===== config.mk =====
export PLATFORM = sky130hd
export DESIGN_NAME = region_top_k_orientation_extract_unit
export DESIGN_NICKNAME = d
export VERILOG_FILES = /design/src/hdl/rtke_pkg.sv /design/src/hdl/rtke_front.sv /design/src/hdl/rtke_bank.sv /design/src/hdl/rtke_drain.sv /design/src/hdl/region_top_k_orientation_extract_unit.sv
export SDC_FILE = /design/constraint.sdc
export NUM_CORES = 2
export LEC_CHECK = 0
export ABC_AREA = 1
export ABC_CLOCK_PERIOD_IN_PS = 37700
export BUFFER_PORTS_ARGS = -buffer_cell sky130_fd_sc_hd__buf_2
export CORE_UTILIZATION = 62
export CTS_BUF_LIST = sky130_fd_sc_hd__clkbuf_8
export CTS_CLUSTER_DIAMETER = 40
export DETAILED_ROUTE_END_ITERATION = 7
export PLACE_DENSITY = 0.79
export SYNTH_ARGS = -nofsm -noshare
export SYNTH_HDL_FRONTEND = slang
export SYNTH_SLANG_ARGS = --single-unit

===== constraint.sdc =====
create_clock -name clk -period 37.7 [get_ports clk]
set_clock_uncertainty 0.1 [all_clocks]
set_input_delay 1.885 -clock clk [delete_from_list [all_inputs] [get_ports clk]]
set_output_delay 1.885 -clock clk [all_outputs]
set_load 0.05 [all_outputs]

===== src/hdl/rtke_pkg.sv =====
// ---------------------------------------------------------------------------
// rtke_pkg: shared types and constants of the region top-k orientation unit
// Field widths, register codes, quantizer constants and the entry record
// passed between the pixel front end, the top-k bank and the drain buffer.
// ---------------------------------------------------------------------------
`default_nettype none

package rtke_pkg;

    localparam int MAG_W   = 15;
    localparam int ANG_W   = 15;
    localparam int COORD_W = 12;
    localparam int ORI_W   = 6;
    localparam int THR_W   = 15;
    localparam int KEEP_W  = 4;
    localparam int BINS_W  = 7;
    localparam int CFG_IDX_W  = 2;
    localparam int CFG_DATA_W = 15;

    // One full turn in 1/64 degree
    localparam int FULL_TURN = 23040;

    // ceil(x / 23040) = ceil(ceil(x / 512) / 45); the divide by 45 is a
    // reciprocal multiply: floor(z / 45) = (z * 11651) >> 19 for z < 74898
    localparam int CEIL_SHIFT  = 9;
    localparam int CEIL_ADD    = 511;
    localparam int DIV45_ADD   = 44;
    localparam int RECIP       = 11651;
    localparam int RECIP_W     = 14;
    localparam int RECIP_SHIFT = 19;

    localparam logic [THR_W-1:0]  THR_RESET  = 15'd208;
    localparam logic [KEEP_W-1:0] KEEP_RESET = 4'd7;
    localparam logic [BINS_W-1:0] BINS_RESET = 7'd36;

    typedef enum logic [CFG_IDX_W-1:0] {
        REG_THRESHOLD = 2'd0,
        REG_KEEP      = 2'd1,
        REG_BINS      = 2'd2
    } cfg_reg_t;

    typedef struct packed {
        logic [MAG_W-1:0]   mag;
        logic [ORI_W-1:0]   ori;
        logic [COORD_W-1:0] col;
        logic [COORD_W-1:0] row;
    } entry_t;

    typedef struct packed {
        logic               pass;
        logic [MAG_W-1:0]   mag;
        logic [COORD_W-1:0] col;
        logic [COORD_W-1:0] row;
        logic               last;
    } pix_t;

    typedef struct packed {
        logic load;
        logic empty;
    } handoff_t;

endpackage

`default_nettype wire


===== src/hdl/rtke_front.sv =====
// ---------------------------------------------------------------------------
// rtke_front: pixel input register and angle product stage
// Register the pixel beat, test the threshold, wrap the angle and form
// angle * bins, then hold the result in a second register for the bank.
// ---------------------------------------------------------------------------
`default_nettype none

module rtke_front #(
    parameter int MAX_BINS = 64
) (
    input  wire logic                                  clk,
    input  wire logic                                  rst_n,
    input  wire logic                                  in_valid,
    output logic                                       in_stall,
    input  wire logic [rtke_pkg::MAG_W-1:0]            magnitude,
    input  wire logic [rtke_pkg::ANG_W-1:0]            angle,
    input  wire logic [rtke_pkg::COORD_W-1:0]          pixel_col,
    input  wire logic [rtke_pkg::COORD_W-1:0]          pixel_row,
    input  wire logic                                  last_in_region,
    input  wire logic [rtke_pkg::THR_W-1:0]            threshold,
    input  wire logic [$clog2(MAX_BINS+1)-1:0]         eff_bins,
    output logic                                       b_valid,
    input  wire logic                                  b_fire,
    output rtke_pkg::pix_t                             b_pix,
    output logic [rtke_pkg::ANG_W+$clog2(MAX_BINS+1)-1:0] b_prod
);
    import rtke_pkg::*;

    localparam int BINE_W = $clog2(MAX_BINS + 1);
    localparam int PROD_W = ANG_W + BINE_W;

    logic                a_valid_reg;
    logic                a_valid_next;
    logic [MAG_W-1:0]    a_mag_reg;
    logic [ANG_W-1:0]    a_ang_reg;
    logic [COORD_W-1:0]  a_col_reg;
    logic [COORD_W-1:0]  a_row_reg;
    logic                a_last_reg;
    logic                b_valid_reg;
    logic                b_valid_next;
    pix_t                b_pix_reg;
    logic [PROD_W-1:0]   b_prod_reg;

    logic                a_move;
    logic                a_ready;
    logic [ANG_W-1:0]    ang_wrap;
    logic [PROD_W-1:0]   prod;

    assign a_move   = !b_valid_reg || b_fire;
    assign a_ready  = !a_valid_reg || a_move;
    assign in_stall = !a_ready;

    assign a_valid_next = a_ready ? in_valid : a_valid_reg;
    assign b_valid_next = a_move ? a_valid_reg : b_valid_reg;

    // wrap once modulo a full turn
    assign ang_wrap = (a_ang_reg >= ANG_W'(FULL_TURN)) ?
                      (a_ang_reg - ANG_W'(FULL_TURN)) : a_ang_reg;
    assign prod     = PROD_W'(ang_wrap) * PROD_W'(eff_bins);

    always_ff @(posedge clk or negedge rst_n)
    begin
        if (!rst_n)
        begin
            a_valid_reg <= 1'b0;
            b_valid_reg <= 1'b0;
        end
        else
        begin
            a_valid_reg <= a_valid_next;
            b_valid_reg <= b_valid_next;
        end
    end

    always_ff @(posedge clk)
    begin
        if (in_valid && a_ready)
        begin
            a_mag_reg  <= magnitude;
            a_ang_reg  <= angle;
            a_col_reg  <= pixel_col;
            a_row_reg  <= pixel_row;
            a_last_reg <= last_in_region;
        end
        if (a_valid_reg && a_move)
        begin
            b_pix_reg.pass <= (a_mag_reg >= threshold);
            b_pix_reg.mag  <= a_mag_reg;
            b_pix_reg.col  <= a_col_reg;
            b_pix_reg.row  <= a_row_reg;
            b_pix_reg.last <= a_last_reg;
            b_prod_reg     <= prod;
        end
    end

    assign b_valid = b_valid_reg;
    assign b_pix   = b_pix_reg;
    assign b_prod  = b_prod_reg;

endmodule

`default_nettype wire


===== src/hdl/rtke_bank.sv =====
// ---------------------------------------------------------------------------
// rtke_bank: orientation bin finish and sorted top-k store
// Finish the bin quantization, insert the pixel into the strongest-first
// slot list in one step, and hand the list to the drain at region end.
// ---------------------------------------------------------------------------
`default_nettype none

module rtke_bank #(
    parameter int MAX_KEEP = 8,
    parameter int MAX_BINS = 64
) (
    input  wire logic                                  clk,
    input  wire logic                                  rst_n,
    input  wire logic                                  b_valid,
    output logic                                       b_fire,
    input  wire rtke_pkg::pix_t                        b_pix,
    input  wire logic [rtke_pkg::ANG_W+$clog2(MAX_BINS+1)-1:0] b_prod,
    input  wire logic [$clog2(MAX_KEEP+1)-1:0]         eff_keep,
    input  wire logic [$clog2(MAX_BINS+1)-1:0]         eff_bins,
    input  wire logic                                  snap_free,
    output rtke_pkg::handoff_t                         handoff,
    output logic [$clog2(MAX_KEEP+1)-1:0]              load_count,
    output rtke_pkg::entry_t                           load_entries [MAX_KEEP]
);
    import rtke_pkg::*;

    localparam int CNT_W  = $clog2(MAX_KEEP + 1);
    localparam int BINE_W = $clog2(MAX_BINS + 1);
    localparam int PROD_W = ANG_W + BINE_W;
    localparam int Y_W    = PROD_W - CEIL_SHIFT + 1;
    localparam int Z_W    = Y_W + 1;
    localparam int ZR_W   = Z_W + RECIP_W;
    localparam int Q_W    = ZR_W - RECIP_SHIFT;

    entry_t              kept_reg  [MAX_KEEP];
    entry_t              kept_next [MAX_KEEP];
    logic [CNT_W-1:0]    total_reg;
    logic [CNT_W-1:0]    total_next;

    logic [PROD_W:0]     x_up;
    logic [Y_W-1:0]      y;
    logic [Z_W-1:0]      z;
    logic [ZR_W-1:0]     zr;
    logic [Q_W-1:0]      q;
    entry_t              new_entry;

    logic [CNT_W-1:0]    n;
    logic [MAX_KEEP-1:0] ge;
    logic [MAX_KEEP-1:0] within_k;
    logic                insert;
    logic [CNT_W-1:0]    total_after;
    logic [CNT_W-1:0]    emit_n;

    // ceil over 512, then ceil over 45 by reciprocal multiply
    assign x_up = {1'b0, b_prod} + (PROD_W+1)'(CEIL_ADD);
    assign y    = x_up[PROD_W:CEIL_SHIFT];
    assign z    = {1'b0, y} + Z_W'(DIV45_ADD);
    assign zr   = ZR_W'(z) * ZR_W'(RECIP);
    assign q    = zr[ZR_W-1:RECIP_SHIFT];

    always_comb
    begin
        new_entry.mag = b_pix.mag;
        new_entry.ori = (q >= Q_W'(eff_bins)) ? '0 : ORI_W'(q);
        new_entry.col = b_pix.col;
        new_entry.row = b_pix.row;
    end

    assign n = (total_reg > eff_keep) ? eff_keep : total_reg;

    // the list is sorted, so ge is a run of ones from slot 0
    always_comb
    begin
        for (int i = 0; i < MAX_KEEP; i++)
        begin
            ge[i]       = (CNT_W'(i) < n) && (kept_reg[i].mag >= b_pix.mag);
            within_k[i] = (CNT_W'(i) < eff_keep);
        end
    end

    assign insert = b_pix.pass && (|(~ge & within_k));

    always_comb
    begin
        kept_next[0] = (!insert || ge[0]) ? kept_reg[0] : new_entry;
        for (int i = 1; i < MAX_KEEP; i++)
        begin
            if (!insert || ge[i])
                kept_next[i] = kept_reg[i];
            else if (ge[i-1])
                kept_next[i] = new_entry;
            else
                kept_next[i] = kept_reg[i-1];
        end
    end

    always_comb
    begin
        if (insert)
            total_after = (n == eff_keep) ? eff_keep : (n + CNT_W'(1));
        else if (b_pix.pass)
            total_after = n;
        else
            total_after = total_reg;
        emit_n = (total_after > eff_keep) ? eff_keep : total_after;
    end

    assign b_fire     = b_valid && (!b_pix.last || snap_free);
    assign total_next = b_pix.last ? '0 : total_after;

    always_ff @(posedge clk or negedge rst_n)
    begin
        if (!rst_n)
            total_reg <= '0;
        else if (b_fire)
            total_reg <= total_next;
    end

    always_ff @(posedge clk)
    begin
        if (b_fire)
        begin
            for (int i = 0; i < MAX_KEEP; i++)
                kept_reg[i] <= kept_next[i];
        end
    end

    assign handoff.load  = b_fire && b_pix.last;
    assign handoff.empty = (emit_n == '0);
    assign load_count    = emit_n;

    always_comb
    begin
        for (int i = 0; i < MAX_KEEP; i++)
            load_entries[i] = kept_next[i];
    end

endmodule

`default_nettype wire


===== src/hdl/rtke_drain.sv =====
// ---------------------------------------------------------------------------
// rtke_drain: region result buffer
// Hold one region's kept entries and shift them out strongest first, one
// beat per accepted output, flagging an empty region with a single beat.
// ---------------------------------------------------------------------------
`default_nettype none

module rtke_drain #(
    parameter int MAX_KEEP = 8
) (
    input  wire logic                                  clk,
    input  wire logic                                  rst_n,
    input  wire rtke_pkg::handoff_t                    handoff,
    input  wire logic [$clog2(MAX_KEEP+1)-1:0]         load_count,
    input  wire rtke_pkg::entry_t                      load_entries [MAX_KEEP],
    output logic                                       snap_free,
    output logic                                       out_valid,
    input  wire logic                                  out_stall,
    output logic [rtke_pkg::MAG_W-1:0]                 entry_magnitude,
    output logic [rtke_pkg::ORI_W-1:0]                 entry_orientation,
    output logic [rtke_pkg::COORD_W-1:0]               entry_col,
    output logic [rtke_pkg::COORD_W-1:0]               entry_row,
    output logic                                       entry_valid,
    output logic                                       last_entry
);
    import rtke_pkg::*;

    localparam int CNT_W = $clog2(MAX_KEEP + 1);

    entry_t            snap_reg [MAX_KEEP];
    logic [CNT_W-1:0]  cnt_reg;
    logic [CNT_W-1:0]  cnt_next;
    logic              empty_reg;
    logic              out_fire;

    assign out_valid = (cnt_reg != '0);
    assign out_fire  = out_valid && !out_stall;
    assign snap_free = (cnt_reg == '0) || ((cnt_reg == CNT_W'(1)) && !out_stall);

    always_comb
    begin
        if (handoff.load)
            cnt_next = handoff.empty ? CNT_W'(1) : load_count;
        else if (out_fire)
            cnt_next = cnt_reg - CNT_W'(1);
        else
            cnt_next = cnt_reg;
    end

    always_ff @(posedge clk or negedge rst_n)
    begin
        if (!rst_n)
        begin
            cnt_reg   <= '0;
            empty_reg <= 1'b0;
        end
        else
        begin
            cnt_reg <= cnt_next;
            if (handoff.load)
                empty_reg <= handoff.empty;
        end
    end

    always_ff @(posedge clk)
    begin
        if (handoff.load)
        begin
            // an empty region sends a single all-zero beat
            snap_reg[0] <= handoff.empty ? '0 : load_entries[0];
            for (int i = 1; i < MAX_KEEP; i++)
                snap_reg[i] <= load_entries[i];
        end
        else if (out_fire)
        begin
            for (int i = 0; i < MAX_KEEP - 1; i++)
                snap_reg[i] <= snap_reg[i+1];
        end
    end

    assign entry_magnitude   = snap_reg[0].mag;
    assign entry_orientation = snap_reg[0].ori;
    assign entry_col         = snap_reg[0].col;
    assign entry_row         = snap_reg[0].row;
    assign entry_valid       = !empty_reg;
    assign last_entry        = (cnt_reg == CNT_W'(1));

endmodule

`default_nettype wire


===== src/hdl/region_top_k_orientation_extract_unit.sv =====
// ---------------------------------------------------------------------------
// region_top_k_orientation_extract_unit: per-region strongest-pixel picker
// Keeps the strongest gradient pixels of each region with their quantized
// orientation and emits them strongest first at the region's end.
// ---------------------------------------------------------------------------
// Usage: the unit takes one pixel beat per cycle. A pixel passes through an
// input register and a product register (angle * bins) before it reaches
// the top-k bank, where the bin is finished and the pixel is inserted in
// one step. A region's first result beat is offered once its last pixel
// has passed both registers and the bank contents have moved at region end
// into a result buffer; the bank starts the next region at once and the
// buffer then shifts out one entry per accepted output beat (one to
// keep_count beats, a lone not-valid beat for an empty region). Input is held
// off only while a region's last pixel waits for the previous region's beats
// to be taken, so output stalls reach the input only at region ends. No
// clearing pass follows reset: slots past the fill count are never read.
// Registers: 0 threshold, 1 keep count, 2 bins; write them only while no
// pixel or result beat is in flight.
`default_nettype none

module region_top_k_orientation_extract_unit #(
    parameter int MAX_KEEP = 8,
    parameter int MAX_BINS = 64
) (
    input  wire logic                              clk,
    input  wire logic                              rst_n,
    // pixel channel
    input  wire logic                              in_valid,
    output logic                                   in_stall,
    input  wire logic [rtke_pkg::MAG_W-1:0]        magnitude,
    input  wire logic [rtke_pkg::ANG_W-1:0]        angle,
    input  wire logic [rtke_pkg::COORD_W-1:0]      pixel_col,
    input  wire logic [rtke_pkg::COORD_W-1:0]      pixel_row,
    input  wire logic                              last_in_region,
    // result channel
    output logic                                   out_valid,
    input  wire logic                              out_stall,
    output logic [rtke_pkg::MAG_W-1:0]             entry_magnitude,
    output logic [rtke_pkg::ORI_W-1:0]             entry_orientation,
    output logic [rtke_pkg::COORD_W-1:0]           entry_col,
    output logic [rtke_pkg::COORD_W-1:0]           entry_row,
    output logic                                   entry_valid,
    output logic                                   last_entry,
    // configuration write channel
    input  wire logic                              cfg_valid,
    output logic                                   cfg_ready,
    input  wire logic [rtke_pkg::CFG_IDX_W-1:0]    cfg_index,
    input  wire logic [rtke_pkg::CFG_DATA_W-1:0]   cfg_data
);
    import rtke_pkg::*;

    localparam int CNT_W   = $clog2(MAX_KEEP + 1);
    localparam int BINE_W  = $clog2(MAX_BINS + 1);
    localparam int PROD_W  = ANG_W + BINE_W;
    localparam int KCMP_W  = (CNT_W > KEEP_W) ? CNT_W : KEEP_W;
    localparam int BCMP_W  = (BINE_W > BINS_W) ? BINE_W : BINS_W;
    localparam logic [KCMP_W-1:0] KEEP_LIMIT = KCMP_W'(MAX_KEEP);
    localparam logic [BCMP_W-1:0] BINS_LIMIT = BCMP_W'(MAX_BINS);

    logic [THR_W-1:0]   thr_reg;
    logic [KEEP_W-1:0]  keep_reg;
    logic [BINS_W-1:0]  bins_reg;

    logic [KCMP_W-1:0]  keep_wide;
    logic [BCMP_W-1:0]  bins_wide;
    logic [CNT_W-1:0]   eff_keep;
    logic [BINE_W-1:0]  eff_bins;

    logic               b_valid;
    logic               b_fire;
    pix_t               b_pix;
    logic [PROD_W-1:0]  b_prod;
    logic               snap_free;
    handoff_t           handoff;
    logic [CNT_W-1:0]   load_count;
    entry_t             load_entries [MAX_KEEP];

    // Register writes are always taken; an index past the list is dropped
    assign cfg_ready = 1'b1;

    always_ff @(posedge clk or negedge rst_n)
    begin
        if (!rst_n)
        begin
            thr_reg  <= THR_RESET;
            keep_reg <= KEEP_RESET;
            bins_reg <= BINS_RESET;
        end
        else if (cfg_valid && cfg_ready)
        begin
            unique case (cfg_index)
                REG_THRESHOLD: thr_reg  <= cfg_data[THR_W-1:0];
                REG_KEEP:      keep_reg <= cfg_data[KEEP_W-1:0];
                REG_BINS:      bins_reg <= cfg_data[BINS_W-1:0];
                default:       ;
            endcase
        end
    end

    // Zero counts act as one, large counts saturate at the build limits
    assign keep_wide = KCMP_W'(keep_reg);
    assign bins_wide = BCMP_W'(bins_reg);

    always_comb
    begin
        if (keep_wide == '0)
            eff_keep = CNT_W'(1);
        else if (keep_wide > KEEP_LIMIT)
            eff_keep = CNT_W'(MAX_KEEP);
        else
            eff_keep = CNT_W'(keep_wide);

        if (bins_wide == '0)
            eff_bins = BINE_W'(1);
        else if (bins_wide > BINS_LIMIT)
            eff_bins = BINE_W'(MAX_BINS);
        else
            eff_bins = BINE_W'(bins_wide);
    end

    // Input register, threshold test and angle product
    rtke_front #(
        .MAX_BINS (MAX_BINS)
    ) u_front (
        .clk            (clk),
        .rst_n          (rst_n),
        .in_valid       (in_valid),
        .in_stall       (in_stall),
        .magnitude      (magnitude),
        .angle          (angle),
        .pixel_col      (pixel_col),
        .pixel_row      (pixel_row),
        .last_in_region (last_in_region),
        .threshold      (thr_reg),
        .eff_bins       (eff_bins),
        .b_valid        (b_valid),
        .b_fire         (b_fire),
        .b_pix          (b_pix),
        .b_prod         (b_prod)
    );

    // Bin finish and sorted insertion; hand off at region end
    rtke_bank #(
        .MAX_KEEP (MAX_KEEP),
        .MAX_BINS (MAX_BINS)
    ) u_bank (
        .clk          (clk),
        .rst_n        (rst_n),
        .b_valid      (b_valid),
        .b_fire       (b_fire),
        .b_pix        (b_pix),
        .b_prod       (b_prod),
        .eff_keep     (eff_keep),
        .eff_bins     (eff_bins),
        .snap_free    (snap_free),
        .handoff      (handoff),
        .load_count   (load_count),
        .load_entries (load_entries)
    );

    // Result buffer: shift out one entry per output beat
    rtke_drain #(
        .MAX_KEEP (MAX_KEEP)
    ) u_drain (
        .clk               (clk),
        .rst_n             (rst_n),
        .handoff           (handoff),
        .load_count        (load_count),
        .load_entries      (load_entries),
        .snap_free         (snap_free),
        .out_valid         (out_valid),
        .out_stall         (out_stall),
        .entry_magnitude   (entry_magnitude),
        .entry_orientation (entry_orientation),
        .entry_col         (entry_col),
        .entry_row         (entry_row),
        .entry_valid       (entry_valid),
        .last_entry        (last_entry)
    );

`ifndef SYNTH
    // An empty-region marker is always the region's only and final beat
    a_empty_is_last: assert property (@(posedge clk) disable iff (!rst_n)
        (out_valid && !entry_valid) |-> last_entry)
        else $error("not-valid entry without last_entry");

    // Within a region the beats come strongest first and without a gap
    a_strongest_first: assert property (@(posedge clk) disable iff (!rst_n)
        (out_valid && !out_stall && !last_entry) |=>
        (out_valid && entry_valid && (entry_magnitude <= $past(entry_magnitude))))
        else $error("region entries out of order");

    // A region hand-off only lands in a buffer that is free or freeing
    a_handoff_free: assert property (@(posedge clk) disable iff (!rst_n)
        handoff.load |-> (!out_valid || (last_entry && !out_stall)))
        else $error("region hand-off over pending entries");
`endif

endmodule

`default_nettype wire

---- Yosys cells after proc, flatten, opt, wreduce, memory -nomap -nowiden ----
Memory sizes are Yosys's and may differ from the RTL's.
Cells that the tools add are included.
W data, S select, Z words.
word-level totals
  register bits ........................... 155
  latch bits .............................. 0
  RAM bits ................................ 720
  ROM bits ................................ 0
  output and inout port bits .............. 50
  logic and storage cells ................. 162
  memories ................................ 2
operators by class
  add/subtract/negate cells ............... 5
  multipliers ............................. 2
  div/mod/pow operators ................... 0
  order comparisons ....................... 31
  equality and inequality tests ........... 4
  shift-type cells ........................ 0
  mux-type cells .......................... 45
  bitwise gates (word level) .............. 9
  reductions and logical operators ........ 45
memory list
  name              words  width  read ports  clocked after Yosys merged registers in  write ports  line              source
  u_bank.kept_reg   8      45     8           0                                        8            rtke_bank.sv:35   entry_t kept_reg [MAX_KEEP];
  u_drain.snap_reg  8      45     8           0                                        8            rtke_drain.sv:30  entry_t snap_reg [MAX_KEEP];
operators by type and width
  kind                      number
  $mux W45                  23
  $ge A15 B15 Y1            9
  $mux W4                   11
  $lt A3 B4 Y1 const A      8
  $mul A15 B14 Y29 const B  1
  $add A22 B9 Y23 const B   1
  $mul A15 B7 Y22           1
  $lt A1 B4 Y1 const A      4
  $lt A2 B4 Y1 const A      4
  $add A14 B6 Y15 const B   1
  $ge A15 B15 Y1 const B    1
  $logic_and A1 B1 Y1       15
  $mux W15                  1
  $sub A15 B15 Y15 const B  1
  $mux W7                   2
  $logic_not A4 Y1          3
  $logic_or A1 B1 Y1        12
  $ge A10 B7 Y1             1
  $and A8 B8 Y8             1
  $gt A4 B4 Y1              2
  $not A8 Y8                1
  $reduce_or A8 Y1          1
  $gt A7 B7 Y1 const B      1
  $logic_not A1 Y1          7
  15 further kinds          29

---- Depth between registers and ports, before layout ----
  depth in word-level cells ............... 17
  mapped depth ............................ 48
  depth with buffers taken out ............ 48

---- Modules after synthesis ----
A second synthesis with hierarchy kept.
unflattened totals
  cells, all modules ...................... 5588
  area total of the unflattened synthesis .. 50781.2 µm²
by module, submodules not included
  module                                 instances  cells an instance  area an instance (µm²)
  rtke_bank                              1          3211               26155.1
  rtke_drain                             1          1479               15642.5
  rtke_front                             1          765                7777.5
  region_top_k_orientation_extract_unit  1          133                1206.2

---- Worst setup path before layout ----
No wires, ideal clock.
  kind .................................... flip-flop to flip-flop
  start point ............................. register u_front.b_pix_reg, in the netlist u_front.b_pix[0]
  end point ............................... register u_drain.cnt_reg[1]
  library setup time ...................... 0.439 ns
  arrival time ............................ 31.895 ns
  required time ........................... 37.161 ns
  setup slack ............................. 5.266 ns
  stages on the path, launching flop included .. 5
  path buffers ............................ 0
  path through ............................ edfxtp_1 a31oi_1 nand2_1 nand2_1 o221ai_1
between the ends
  word-level cells in the longest chain between the ends .. 5
RTL lines
  what                                                  line                                         source
  from (decl)                                           rtke_front.sv:41                             pix_t b_pix_reg;
  $logic_not A1 Y1 (*)                                  rtke_bank.sv:108                             assign b_fire = b_valid && (!b_pix.last || snap_free);
  $logic_or A1 B1 Y1 (*)                                rtke_bank.sv:108
  $logic_and A1 B1 Y1 (*)                               rtke_bank.sv:108
  via b_fire                                            region_top_k_orientation_extract_unit.sv:70  logic b_fire;
  $logic_and A1 B1 Y1 (*)                               rtke_bank.sv:128                             assign handoff.load = b_fire && b_pix.last;
  $mux W4 / $reduce_bool A2 Y1 (equally long branches)  -
  to (signal assigned)                                  rtke_drain.sv:59                             cnt_reg <= cnt_next;
  to (decl)                                             rtke_drain.sv:31                             logic [CNT_W-1:0] cnt_reg;
The timed path passes the listed nets; every way through them passes the cells marked *.
A chain may end at the register's enable or synchronous reset.

==> results by group <==
Finish
  – Register area: 26100 µm²
  – # fillers: 6180
  – Area of the multi-input gates: 21200 µm²
  – Share of post-route cells with drive strength above 1: 8.59%
  – Area Growth Syn to Fin: 7.55%
  – Nets@finish: 5978

Die
  – Die ar.: 82400 µm²
  – Core ar.: 80400 µm²
  – Die Y: 287 µm
  – I/O pins: 127
  – Die span in x: 287 µm
  – Initial Utilization: 62.7%
  – Row count: 104

Timing
  – Max Freq: 114 MHz
  – Final Setup Violations: 0
  – RSZ-0062 raised after global routing: no
  – Actual slew at the worst max-slew pin: 1.21 ns
  – Hold Vio Cnt, Final: 0
  – Slew margin rel.: 19.6%
  – Final period util: 23.2%
  – TNS Setup: 0 ns
  – Max Slew Vio Count: 0
  – Post-layout minimum cycle time: 8.76 ns

Synth
  – Syn_area_per_cell: 9.25 µm²
  – Synth top area share: 49.9%
  – EDFF count, synth: 838
  – Seq/Total Area, Yosys: 51.8%
  – Synth area leaders: edfxtp_1 (50%), nand2_1 (14%), ha_1 (7.4%), fa_1 (4.2%), inv_1 (3.5%)
  – Synth cell count leaders: nand2_1 (1816), edfxtp_1 (838), inv_1 (476), nor2_1 (405), a21oi_1 (349)
  – Synth Instances: 5449
  – Leading area contributor after synthesis: edfxtp_1
  – Synth Flop Type: edfxtp_1
  – Post-Synthesis Cell Area: 50400 µm²
  – Netlist cell types: 48
  – Seq cells post-synth: 875
  – Count leader, synth: nand2_1
  – Yosys warning count: 0
  – Post-synth ARST share: 4.23%

Global routing
  – Global-route wire length before repair: 197000 µm
  – Total global-route track usage: 30.3%
  – Largest net degree at the start of global routing: 163
  – Vias in the first global route: 37800
  – Global-route congestion overflow total: 0
  – Antenna violations before repair: 4

Setup path
  – Crit end category: register
  – Req. time, crit path: 38.27 ns
  – Worst Setup Start Kind: register
  – CP delay by family, top: simple AND/OR/NAND/NOR gates
  – Buf/Inv on CP: 8
  – CP arrival: 9.33 ns
  – Worst path max stage delay: 0.54 ns
  – CP dominant cell by count: nand2_1
  – Crit Path Category: register to register
  – CP Max Fanout: 6
  – Critical path's slowest cell: fa_1

Run status
  – Outcome: finished clean

Run
  – Max cap viols: 0

Routing
  – WL final: 123000 µm
  – Detail Route Antenna Nets: 0
  – Vias per cell: 5.71
  – Iter 0 DRT Violations: 3819
  – DRC: 0
  – Pre-antenna DRT Iters: 8
  – DR WL/cell: 18.4 µm
  – Vias: 38100

Clock tree
  – Post-CTS resize count: 0
  – CTS tree: done
  – Post-CTS Setup Bufs: 0
  – Post-CTS Hold Buffers: 0
  – Clk pin slew, worst setup/hold paths: 0.06 ns
  – CTS H-tree depth: 4
  – Later-pin clock latency in the skew report: 0.82 ns
  – Clock sink count: 875
  – TritonCTS Buffers: 149
  – CTS Buffer Depth: 3
  – CTS Root Cell: clkbuf_8

Worst hold path
  – Worst Hold Class: register to register

Placement
  – GP Congestion: 0.882
  – Number of port buffers: 125
  – DP HPWL: 80700 µm
## per-layer routing
layer | GRT usage [%] | wire length [µm]
met5 | 0 | 13
met4 | 11.3 | 3850
met3 | 5.87 | 10300
met2 | 50.3 | 58500
met1 | 39.4 | 50100
## cell families (layout without fill, tap and decap cells)
logic type / after synthesis / in the layout / synth area share [%]
adder cells (fa/ha/maj): 405 / 405 / 11.6
flip-flops: 875 / 875 / 51.8
AND/OR/NAND/NOR: 2409 / 2409 / 18.9
XOR/XNOR: 56 / 56 / 0.973
other: 2 / 11 / 0.0149
buffers and inverters: 752 / 908 / 6.21
AO/OA/AOI/OAI: 950 / 950 / 10.5
## worst paths after layout
path	from	endpoint	slack [ns]	depth (start not counted)
setup / recovery	u_front.b_prod[0]	u_drain.snap_reg[0][28]	28.94	45
hold / removal	u_front.a_row_reg[7]	u_front.b_pix[8]	0.32	0
setup reg to reg	u_front.b_prod[0]	u_drain.snap_reg[0][28]	28.94	45
hold reg to reg	u_front.a_row_reg[7]	u_front.b_pix[8]	0.32	0
max in group asynchronous	rst_n	u_bank.total_reg[3]	35.84	1
min in group asynchronous	rst_n	thr_reg[10]	1.09	1
## cells in the final DEF, fill, tap and decap left out, types with 5 or more instances in the layout
cell,instances
a21o_1,14
a21oi_1,349
a31oi_1,32
buf_2,125
buf_4,35
bufinv_16,6
clkbuf_8,154
clkinv_1,27
clkinv_2,13
conb_1,7
dfrtp_1,29
dfstp_2,8
edfxtp_1,838
fa_1,106
ha_1,299
inv_1,524
inv_2,7
inv_6,5
nand2_1,1813
nand2_2,17
nand2_4,13
nand3_1,74
nand4_1,42
nor2_1,405
nor2_2,7
nor3_1,15
nor3b_1,5
nor4_1,7
o211ai_1,10
o21a_1,46
o21ai_0,188
o21ai_1,222
o21ai_2,69
o21bai_1,7
xnor2_1,14
xor2_1,42
## cell type report
cell class                      instances  area share (%)
Sequential cell                       875            48.2
Multi-Input combinational cell       3827            39.2
Clock buffer                          154            3.91
Inverter                              482            3.36
Tap cell                             1060            2.45
Timing Repair Buffer                  161            1.68
Clock inverter                        111            1.25
Antenna cell                            4          0.0185
## through the flow
step / cells / utilization, % / instance area, µm² / worst slack [ns] / hold WS, ns
2_1_floorplan: 5454 / - / 50400 / 5.27 / 0.300
6_report: 6674 / 67.4 / 54200 / 28.94 / 0.318
3_3_place_gp: 6405 / 63.9 / 51400 / 29.15 / 0.302
5_1_grt: 6671 / 67.4 / 54200 / 28.07 / 0.327
3_5_place_dp: 6405 / 63.9 / 51400 / 28.94 / 0.306
4_1_cts: 6670 / 67.4 / 54200 / 28.92 / 0.319
Power is left out: the tool's default activity adds up to more than one toggle a clock period on the data nets, which glitch-free logic cannot reach.
